--- config.mk ---
export PLATFORM = sky130hd
export DESIGN_NAME = fcd_term
export DESIGN_NICKNAME = d
export VERILOG_FILES = /design/src/hw/rtl/fcd_pkg.sv /design/src/hw/rtl/fcd_term.sv
export SDC_FILE = /design/constraint.sdc
export NUM_CORES = 1
export LEC_CHECK = 0
export BUFFER_PORTS_ARGS = -buffer_cell sky130_fd_sc_hd__buf_2
export CAP_MARGIN = 5
export CORE_MARGIN = 2
export CORE_UTILIZATION = 35
export DETAILED_ROUTE_END_ITERATION = 16
export SYNTH_ARGS = -nofsm -noshare
export SYNTH_HDL_FRONTEND = slang
export SYNTH_SLANG_ARGS = --single-unit
--- constraint.sdc ---
create_clock -name vclk -period 16.2
set_input_delay 2.43 -clock vclk [all_inputs]
set_output_delay 2.43 -clock vclk [all_outputs]
set_load 0.01 [all_outputs]
--- src/hw/rtl/fcd_pkg.sv ---
`timescale 1ns / 1ps
// ----------------------------------------------------------------------------
// fcd_pkg
// Types, constants and log-domain arithmetic for the frameshift codon decoder.
// ----------------------------------------------------------------------------
package fcd_pkg;

   typedef logic signed [23:0] lp_type;
   typedef logic signed [27:0] wide_type;

   typedef enum logic [1:0] {
      STATUS_OK      = 2'd0,
      STATUS_BAD_LEN = 2'd1,
      STATUS_LOADED  = 2'd2
   } status_type;

   typedef enum logic {
      OP_LOAD   = 1'b0,
      OP_DECODE = 1'b1
   } opcode_type;

   typedef enum logic [2:0] {
      ST_IDLE,
      ST_TERM,
      ST_FOLD,
      ST_POST,
      ST_COMB,
      ST_SCORE,
      ST_DONE
   } state_type;

   localparam int MAX_FRAG_LEN = 5;

   localparam logic [2:0] CSR_LOG_EPS     = 3'd0;
   localparam logic [2:0] CSR_LOG_ONE_EPS = 3'd1;
   localparam logic [2:0] CSR_BASE_A      = 3'd2;
   localparam logic [2:0] CSR_BASE_C      = 3'd3;
   localparam logic [2:0] CSR_BASE_G      = 3'd4;
   localparam logic [2:0] CSR_BASE_T      = 3'd5;

   localparam lp_type LP_ZERO = 24'sh800000;
   localparam lp_type LP_MAX  = 24'sh7fffff;
   localparam lp_type LN2     = 24'sd45426;
   localparam lp_type LN3     = 24'sd71998;
   localparam lp_type LN4     = 24'sd90852;
   localparam lp_type LN9     = 24'sd143996;
   localparam lp_type LN10    = 24'sd150903;

   localparam lp_type RST_LOG_EPS     = -24'sd301804;
   localparam lp_type RST_LOG_ONE_EPS = -24'sd659;
   localparam lp_type RST_BASE        = -24'sd90852;

   function automatic lp_type sat(input wide_type v);
      if (v <= wide_type'(LP_ZERO)) return LP_ZERO;
      if (v > wide_type'(LP_MAX)) return LP_MAX;
      return lp_type'(v[23:0]);
   endfunction

   function automatic lp_type lcount(input logic [1:0] k);
      case (k)
         2'd0:    return LP_ZERO;
         2'd1:    return '0;
         2'd2:    return LN2;
         default: return LN3;
      endcase
   endfunction

   // log1p(exp(-i/4)) in Q8.16
   function automatic lp_type soft_lp(input logic [5:0] i);
      case (i)
         6'd0:  return 24'sd45426;  6'd1:  return 24'sd37745;
         6'd2:  return 24'sd31069;  6'd3:  return 24'sd25354;
         6'd4:  return 24'sd20530;  6'd5:  return 24'sd16510;
         6'd6:  return 24'sd13200;  6'd7:  return 24'sd10501;
         6'd8:  return 24'sd8318;   6'd9:  return 24'sd6567;
         6'd10: return 24'sd5170;   6'd11: return 24'sd4061;
         6'd12: return 24'sd3184;   6'd13: return 24'sd2493;
         6'd14: return 24'sd1950;   6'd15: return 24'sd1523;
         6'd16: return 24'sd1189;   6'd17: return 24'sd928;
         6'd18: return 24'sd724;    6'd19: return 24'sd565;
         6'd20: return 24'sd440;    6'd21: return 24'sd343;
         6'd22: return 24'sd267;    6'd23: return 24'sd208;
         6'd24: return 24'sd162;    6'd25: return 24'sd126;
         6'd26: return 24'sd98;     6'd27: return 24'sd77;
         6'd28: return 24'sd60;     6'd29: return 24'sd47;
         6'd30: return 24'sd36;     6'd31: return 24'sd28;
         6'd32: return 24'sd22;     6'd33: return 24'sd17;
         6'd34: return 24'sd13;     6'd35: return 24'sd10;
         6'd36: return 24'sd8;      6'd37: return 24'sd6;
         6'd38: return 24'sd5;      6'd39: return 24'sd4;
         6'd40: return 24'sd3;      6'd41: return 24'sd2;
         6'd42: return 24'sd2;      6'd43: return 24'sd1;
         6'd44: return 24'sd1;      6'd45: return 24'sd1;
         6'd46: return 24'sd1;      6'd47: return 24'sd1;
         default: return '0;
      endcase
   endfunction

   function automatic lp_type ladd(input lp_type a, input lp_type b);
      lp_type hi;
      lp_type lo;
      wide_type d;
      if (a == LP_ZERO) return b;
      if (b == LP_ZERO) return a;
      hi = (a > b) ? a : b;
      lo = (a > b) ? b : a;
      d = wide_type'(hi) - wide_type'(lo);
      if (d[27:14] < 14'd48) return sat(wide_type'(hi) + wide_type'(soft_lp(d[19:14])));
      return hi;
   endfunction

   // saturating log-product of e*ne, f*nf, a constant and up to three terms
   function automatic lp_type lsum5(input lp_type e, input lp_type f,
                                    input logic [2:0] ne, input logic [2:0] nf,
                                    input lp_type cst, input lp_type t0,
                                    input lp_type t1, input lp_type t2,
                                    input logic [2:0] use_t);
      logic lz;
      wide_type s;
      lz = (ne != 3'd0 && e == LP_ZERO) || (nf != 3'd0 && f == LP_ZERO) ||
           (use_t[0] && t0 == LP_ZERO) || (use_t[1] && t1 == LP_ZERO) ||
           (use_t[2] && t2 == LP_ZERO);
      s = wide_type'(e) * wide_type'(ne) + wide_type'(f) * wide_type'(nf) +
          wide_type'(cst) +
          (use_t[0] ? wide_type'(t0) : wide_type'(0)) +
          (use_t[1] ? wide_type'(t1) : wide_type'(0)) +
          (use_t[2] ? wide_type'(t2) : wide_type'(0));
      return lz ? LP_ZERO : sat(s);
   endfunction

endpackage

--- src/hw/rtl/fcd_term.sv ---
`timescale 1ns / 1ps
// ----------------------------------------------------------------------------
// fcd_term
// One emission term of the frameshift model for a codon, fragment and step.
// ----------------------------------------------------------------------------
module fcd_term import fcd_pkg::*; (
   input  logic [2:0] frag_len,
   input  logic [4:0] step,
   input  logic [5:0] codon,
   input  logic [1:0] sym [MAX_FRAG_LEN],
   input  lp_type     blp [MAX_FRAG_LEN],
   input  lp_type     log_eps,
   input  lp_type     log_one_eps,
   output lp_type     term
);

   typedef enum logic [1:0] {
      CNT_ONE,
      CNT_TWO,
      CNT_PAIR,
      CNT_TRIPLE
   } cnt_kind_type;

   logic [1:0]              x [3];
   logic [MAX_FRAG_LEN-1:0] mt [3];
   logic [2:0]   ne, nf;
   lp_type       cst;
   cnt_kind_type kind;
   logic [2:0]   j0, j1, j2, bi0, bi1, kk;
   logic [1:0]   ca, cb, g, cnt;
   logic [4:0]   n;
   logic [2:0]   pi;
   logic         ub0, ub1;

   assign x[0] = codon[5:4];
   assign x[1] = codon[3:2];
   assign x[2] = codon[1:0];

   always_comb begin
      for (int i = 0; i < 3; i++) begin
         for (int j = 0; j < MAX_FRAG_LEN; j++) begin
            mt[i][j] = (x[i] == sym[j]);
         end
      end
   end

   always_comb begin
      ne = '0; nf = '0; cst = '0; kind = CNT_TRIPLE;
      j0 = 3'd0; j1 = 3'd1; j2 = 3'd2; ca = 2'd0; cb = 2'd1;
      ub0 = 1'b0; ub1 = 1'b0; bi0 = 3'd0; bi1 = 3'd0;
      kk = 3'd0; n = '0; g = '0; pi = '0;
      case (frag_len)
         3'd1: begin
            ne = 3'd2; nf = 3'd2; cst = -LN3; kind = CNT_ONE; j0 = 3'd0;
         end
         3'd2: begin
            case (step)
               5'd0: begin
                  ne = 3'd1; nf = 3'd3; cst = LN2 - LN3; kind = CNT_TWO;
                  j0 = 3'd0; j1 = 3'd1;
               end
               5'd1: begin
                  ne = 3'd3; nf = 3'd1; cst = -LN3; kind = CNT_ONE; j0 = 3'd0;
                  ub0 = 1'b1; bi0 = 3'd1;
               end
               default: begin
                  ne = 3'd3; nf = 3'd1; cst = -LN3; kind = CNT_ONE; j0 = 3'd1;
                  ub0 = 1'b1; bi0 = 3'd0;
               end
            endcase
         end
         3'd3: begin
            if (step == 5'd0) begin
               nf = 3'd4; kind = CNT_TRIPLE;
            end else if (step <= 5'd3) begin
               kk = 3'(step - 5'd1);
               ne = 3'd2; nf = 3'd2; cst = LN4 - LN9; kind = CNT_TWO;
               j0 = (kk == 3'd0) ? 3'd1 : 3'd0;
               j1 = (kk == 3'd2) ? 3'd1 : 3'd2;
               ub0 = 1'b1; bi0 = kk;
            end else begin
               kk = 3'(5'd6 - step);
               ne = 3'd4; cst = -LN9; kind = CNT_ONE; j0 = kk;
               ub0 = 1'b1; bi0 = (kk == 3'd0) ? 3'd1 : 3'd0;
               ub1 = 1'b1; bi1 = (kk == 3'd2) ? 3'd1 : 3'd2;
            end
         end
         3'd4: begin
            if (step <= 5'd3) begin
               kk = step[2:0];
               kind = CNT_TRIPLE;
               j0 = (kk == 3'd0) ? 3'd1 : 3'd0;
               j1 = (kk <= 3'd1) ? 3'd2 : 3'd1;
               j2 = (kk <= 3'd2) ? 3'd3 : 3'd2;
               ub0 = 1'b1; bi0 = kk;
            end else begin
               n  = step - 5'd4;
               g  = (n < 5'd6) ? 2'd0 : ((n < 5'd12) ? 2'd1 : 2'd2);
               pi = 3'(n - 5'd6 * {3'd0, g});
               kind = CNT_PAIR;
               ca = (g == 2'd0) ? 2'd1 : 2'd0;
               cb = (g == 2'd2) ? 2'd1 : 2'd2;
               ub0 = 1'b1; ub1 = 1'b1;
               case (pi)
                  3'd0:    begin bi0 = 3'd0; bi1 = 3'd1; j0 = 3'd2; j1 = 3'd3; end
                  3'd1:    begin bi0 = 3'd0; bi1 = 3'd2; j0 = 3'd1; j1 = 3'd3; end
                  3'd2:    begin bi0 = 3'd0; bi1 = 3'd3; j0 = 3'd1; j1 = 3'd2; end
                  3'd3:    begin bi0 = 3'd1; bi1 = 3'd2; j0 = 3'd0; j1 = 3'd3; end
                  3'd4:    begin bi0 = 3'd1; bi1 = 3'd3; j0 = 3'd0; j1 = 3'd2; end
                  default: begin bi0 = 3'd2; bi1 = 3'd3; j0 = 3'd0; j1 = 3'd1; end
               endcase
            end
         end
         default: begin
            kind = CNT_TRIPLE; ub0 = 1'b1; ub1 = 1'b1;
            case (step)
               5'd0: begin bi0 = 3'd0; bi1 = 3'd1; j0 = 3'd2; j1 = 3'd3; j2 = 3'd4; end
               5'd1: begin bi0 = 3'd0; bi1 = 3'd2; j0 = 3'd1; j1 = 3'd3; j2 = 3'd4; end
               5'd2: begin bi0 = 3'd0; bi1 = 3'd3; j0 = 3'd1; j1 = 3'd2; j2 = 3'd4; end
               5'd3: begin bi0 = 3'd0; bi1 = 3'd4; j0 = 3'd1; j1 = 3'd2; j2 = 3'd3; end
               5'd4: begin bi0 = 3'd1; bi1 = 3'd2; j0 = 3'd0; j1 = 3'd3; j2 = 3'd4; end
               5'd5: begin bi0 = 3'd1; bi1 = 3'd3; j0 = 3'd0; j1 = 3'd2; j2 = 3'd4; end
               5'd6: begin bi0 = 3'd1; bi1 = 3'd4; j0 = 3'd0; j1 = 3'd2; j2 = 3'd3; end
               5'd7: begin bi0 = 3'd2; bi1 = 3'd3; j0 = 3'd0; j1 = 3'd1; j2 = 3'd4; end
               5'd8: begin bi0 = 3'd2; bi1 = 3'd4; j0 = 3'd0; j1 = 3'd1; j2 = 3'd3; end
               default: begin
                  bi0 = 3'd3; bi1 = 3'd4; j0 = 3'd0; j1 = 3'd1; j2 = 3'd2;
               end
            endcase
         end
      endcase
   end

   always_comb begin
      case (kind)
         CNT_ONE:  cnt = {1'b0, mt[0][j0]} + {1'b0, mt[1][j0]} + {1'b0, mt[2][j0]};
         CNT_TWO:  cnt = {1'b0, mt[1][j0] & mt[2][j1]} + {1'b0, mt[0][j0] & mt[2][j1]} +
                         {1'b0, mt[0][j0] & mt[1][j1]};
         CNT_PAIR: cnt = {1'b0, mt[ca][j0] & mt[cb][j1]};
         default:  cnt = {1'b0, mt[0][j0] & mt[1][j1] & mt[2][j2]};
      endcase
   end

   assign term = lsum5(log_eps, log_one_eps, ne, nf, cst, lcount(cnt), blp[bi0], blp[bi1],
                       {ub1, ub0, 1'b1});

endmodule

## Yosys cells after proc, flatten, opt, wreduce, memory -nomap -nowiden

Memories as Yosys holds them, arrays and structs flattened.
Index checks and enable logic that the tools add are counted.

- Flip-flop bits (word level): 0
- Bits in read-only memories: 192
- Memories: 1

Memory list:

| memory | depth | width | rd ports | clocked after Yosys merged registers in | write ports | line | RTL |
|---|---|---|---|---|---|---|---|
| (name not given) | 16 | 12 | 1 | 0 | 0 | fcd_term.sv:116 | `case (step)` |

- $add $sub $neg: 13
- Multipliers: 3
- Magnitude comparators: 14
- Equal/unequal tests: 36
- Multiplexer cells: 102
- Bitwise logic cells: 9
- Reductions and logical operators: 28

Operators by type and width:

| operator | count |
|---|---|
| $mux 24 | 10 |
| $bmux 24 s3 | 2 |
| $pmux 24 s3 | 2 |
| $eq 24x24->1 const B | 5 |
| $add 28x28->28 | 3 |
| $add 28x24->28 | 2 |
| $mul 24x4->28 | 2 |
| $mux 28 | 2 |
| $mux 2 | 19 |
| $pmux 3 s3 | 4 |
| $eq 2x2->1 | 15 |
| $gt 28x24->1 const B | 1 |
| $le 28x24->1 const B | 1 |
| $mux 1 | 27 |
| $bmux 1 s3 | 8 |
| $mux 3 | 8 |
| $pmux 3 s4 | 2 |
| $bmux 5 s2 | 2 |
| $mux 5 | 4 |
| $eq 3x2->1 const B | 6 |
| $mux 18 | 1 |
| $mux 17 | 1 |
| $pmux 2 s2 | 4 |
| $mux 15 | 1 |
| other kinds (36) | 73 |

## Depth between registers and ports, before layout

- Word-level depth: 28
- Gate-level depth with buffers: 44
- Depth with buffers taken out: 38

## Worst setup path before layout

OpenSTA, ideal clock, no wires.

- Path kind: input port to output port
- Start: input port step[2]
- End: output port term[12]
- Arrival: 11,962 ps
- Required time: 13,770 ps
- Slack: 1,808 ps
- Cell stages on the path: 41
- Path buffers: 5
- Cell sequence: buf_4 clkbuf_1 inv_1 ha_1 nor2_1 nor2_1 nand2_1 ha_1 xnor3_1 nor4_1 a2111oi_0 o211ai_1 buf_2 mux2i_1 o211ai_1 o311ai_0 fa_1 a21oi_1 [... 5 more ...] fa_1 inv_1 fa_1 fa_1 inv_1 ha_1 and3_1 o31ai_1 a21oi_1 or3_1 o31a_1 a31oi_1 mux2i_1 o21a_1 clkbuf_1 clkbuf_1 nor2_1 nor4_1

- Word-level cells in the longest chain between the ends: 28
- Elaborated cells on any way between the ends: 174
- Classes of those cells: 13 x add/sub; 3 x mul; 7 x order compare; 15 x eq/ne; 101 x mux; 9 x bitwise; 25 x reduce/logical; 1 x memory

RTL lines:

| what | line | RTL |
|---|---|---|
| start: declaration | fcd_term.sv:8 | `input logic [4:0] step,` |
| $sub 5x3->5 | fcd_term.sv:97 | `n = step - 5'd4;` |
| $lt 5x4->1 | fcd_term.sv:98 | `g = (n < 5'd6) ? 2'd0 : ((n < 5'd12) ? 2'd1 : 2'd2);` |
| $mux 2 (2 in a row) | fcd_term.sv:98 |  |
| $mul 1x2->2 | fcd_term.sv:99 | `pi = 3'(n - 5'd6 * {3'd0, g});` |
| $sub 3x3->3 | fcd_term.sv:99 |  |
| $eq 3x2->1 (tied with other cells) | fcd_term.sv:104 | `case (pi)` |
| $reduce_or 3->1 (no source line) / $reduce_or 2->1 (equally long branches) | n/a |  |
| $pmux 2 s2 | fcd_term.sv:104 |  |
| [... 10 more ...] | n/a |  |
| $add 28x24->28 | fcd_pkg.sv:124 | `wide_type'(cst) +` |
| $add 28x28->28 | fcd_pkg.sv:125 | `(use_t[0] ? wide_type'(t0) : wide_type'(0)) +` |
| $add 28x28->28 | fcd_pkg.sv:126 | `(use_t[1] ? wide_type'(t1) : wide_type'(0)) +` |
| $gt 28x24->1 | fcd_pkg.sv:55 | `if (v > wide_type'(LP_MAX)) return LP_MAX;` |
| $mux 1 (2 in a row) | fcd_pkg.sv:55 |  |
| $mux 24 | fcd_pkg.sv:56 | `return lp_type'(v[23:0]);` |
| $mux 24 | fcd_pkg.sv:55 |  |
| $mux 24 * | fcd_pkg.sv:128 | `return lz ? LP_ZERO : sat(s);` |
| end: declaration | fcd_term.sv:14 | `output lp_type term` |

Mark *: on every way between the ends. The rest lies on a longest branch, timed or not. The select of a mux whose other input is x is not followed.

## Final worst setup path

- Start: input port step[2]
- End: output port term[4]

Same word-level chain as after synthesis.

==> flow_summary.yaml <==
timing:
  rsz0062_at_grt: "false"
  finalCritPeriodShare: 0.949
  fmax_mhz: 65.0
  hold_viol: 0
  slew_violations: 0
  holdWs_ps: 5870
  period_needed_ps: 15380
  finalSetupViolCount: 0
  slew_headroom: 0.233
  fin_setup_tns_ps: 0
  tightest_slew_ps: 1150
routing:
  antenna_left: 0
  wl_met1_mm: 20.7
  vias: 13000
  wl_mm: 48.5
  met3WireLength_mm: 3.46
  drcViolationCount: 0
  drt_iter0_markers: 1024
  dr.max_layer_used: "met5"
  drt-wirelength-per-cell_um: 21.2
  avgViaCountPerCell: 5.68
  met2_length_mm: 22.8
  firstDrtPassIters: 5
setup_path:
  startpoint_type: "input port"
  critPathLaunch: "step[2]"
  end_kind: "output pin"
  crit_fanout: 18
  required_ps: 13770
  crit_type: "in -> out"
  arrival_ps: 12950
  slowest_delay_ps: 650
  slowest_stage: "fa_1"
grt:
  grt-ovfl-total: 0
  grt_max_degree: 53
  grt_first_pass_wirelength_mm: 75.0
  grtUsageTotal: 0.250
  first_global_vias: 13100
  antenna_found_initial: 9
flow_run:
  max-cap-violations: 0
power:
  power.leakage_uw: 0.00707
  p_sw_uw: 1510
  powerDensity_nw_per_um2: 174
  clkPwrFrac: 0
  combPwrFrac: 1.000
  sw_frac_of_total: 0.598
  pwr-share-seq: 0
  total_power_uw: 2530
  internal_power_uw: 1020
  peakVddDrop_mv: 0.183
floorplanning:
  die_w_um: 196
  start_util: 0.355
  num_rows: 70
  die_h_um: 196
  io_pins: 216
  dieArea_um2: 38600
  core_area_um2: 36500
placement:
  gp_congestion: 0.928
  port_buffers: 216
  place_hpwl_mm: 41.4
  placed_cells: 2281
final_layout:
  nNetsFinal: 2307
  drive_above_1_share: 0.172
  syn_to_final_growth_pct: 12.1
  post-route-util: 0.397
  nClkBuffers: 0
  mostFrequentLayoutCell: "inv_1"
  seqCellArea_um2: 0
  final_cell_mix: "270 x inv_1, 216 x buf_2, 184 x fa_1, 150 x nand2_1, 113 x ha_1"
  n_sequential_cell: 0
  layout.cells.non_filler: 2289
yosys:
  syn-cell-area_um2: 12900
  synth_cell_type_count: 89
  yosys_warnings: 0
  synth_nets: 2142
  synth_area_per_cell_um2: 7.83
  netlist_instances: 1653
  synth_seq_area_share: 0
worst_hold_path:
  min-delay-path-class: "in -> out"
  min_from: "log_one_eps[0]"
outcome:
  outcome: "completed"
cts:
  ctsHoldBuffers: 0
-- path summary, 6_finish.rpt --
path,end,slack [ps],cells after the start
worst max-delay path,term[4],820,41
worst min-delay path,term[0],5870,7
-- cell families (layout without fill, tap and decap cells) --
| family | Yosys count | after routing | synth area share |
|---|---|---|---|
| and+or+nand+nor | 551 | 551 | 0.225 |
| AOI/OAI and AO/OA | 325 | 325 | 0.177 |
| muxes | 58 | 58 | 0.0494 |
| buffers and inverters | 355 | 518 | 0.108 |
| adders and majority gates | 297 | 297 | 0.394 |
| other | 0 | 5 | 0 |
| xor gates and xnor gates | 67 | 67 | 0.0475 |
-- stage by stage --
step           setup slack, ps  cell area [um^2]
5_1_grt                   76.2             14500
2_1_floorplan             1810             12900
3_3_place_gp               932             14500
6_report                   820             14500
4_1_cts                    508             14500
3_5_place_dp               508             14500
-- worst max-delay path, delay by kind of cell --
| kind | cells | cell delay [ps] |
|---|---|---|
| xor gates and xnor gates | 1 | 430 |
| adders and majority gates | 8 | 3430 |
| muxes | 2 | 290 |
| and+or+nand+nor | 8 | 1400 |
| AOI/OAI and AO/OA | 13 | 3640 |
| buffers and inverters | 9 | 1340 |
-- final cells by class --
cell class	count	area (um^2)
Timing Repair Buffer	248	1320
Fill cell	3801	22000
Tap cell	468	586
Inverter	270	1010
Multi-Input combinational cell	1298	11600
Antenna cell	5	12.5
-- power groups by stage --
stage | sequential, uW | combinational, uW | clock (uW)
5_1_grt | 0 | 2820 | 0.0000248
3_3_place_gp | 0 | 2490 | 0
6_report | 0 | 2530 | 0.0000413
3_5_place_dp | 0 | 2520 | 0
4_1_cts | 0 | 2530 | 0
2_1_floorplan | 0 | 1790 | 0
-- synth_stat cells, drive strengths merged (20+ instances only) --
cell    count  share of area
mux2i      29          0.022
o21ai      55          0.022
nor4       42          0.021
nor2b      28          0.014
a21oi      91          0.037
clkbuf     52          0.015
fa        184           0.28
nand2b     20         0.0097
inv       270          0.078
xnor2      29          0.020
and3       34          0.016
ha        113           0.11
xor2       36          0.024
nand2     152          0.044
and2       66          0.032
nor2       91          0.026
nor3       23          0.011
buf        33          0.014
mux2       27          0.023
nand3      40          0.016
-- layer usage --
layer | vias up | GRT usage
met5 | - | 0
met1 | 6384 | 0.329
met2 | 574 | 0.426
met3 | 94 | 0.0354
li1 | 5939 | -
met4 | 4 | 0.0724
-- repair_timing --
action,CTS,global route
gates resized for setup,0,1
setup buffers,0,3
endpoints found under the setup margin,0,23
(Power assumes the default switching activity.)
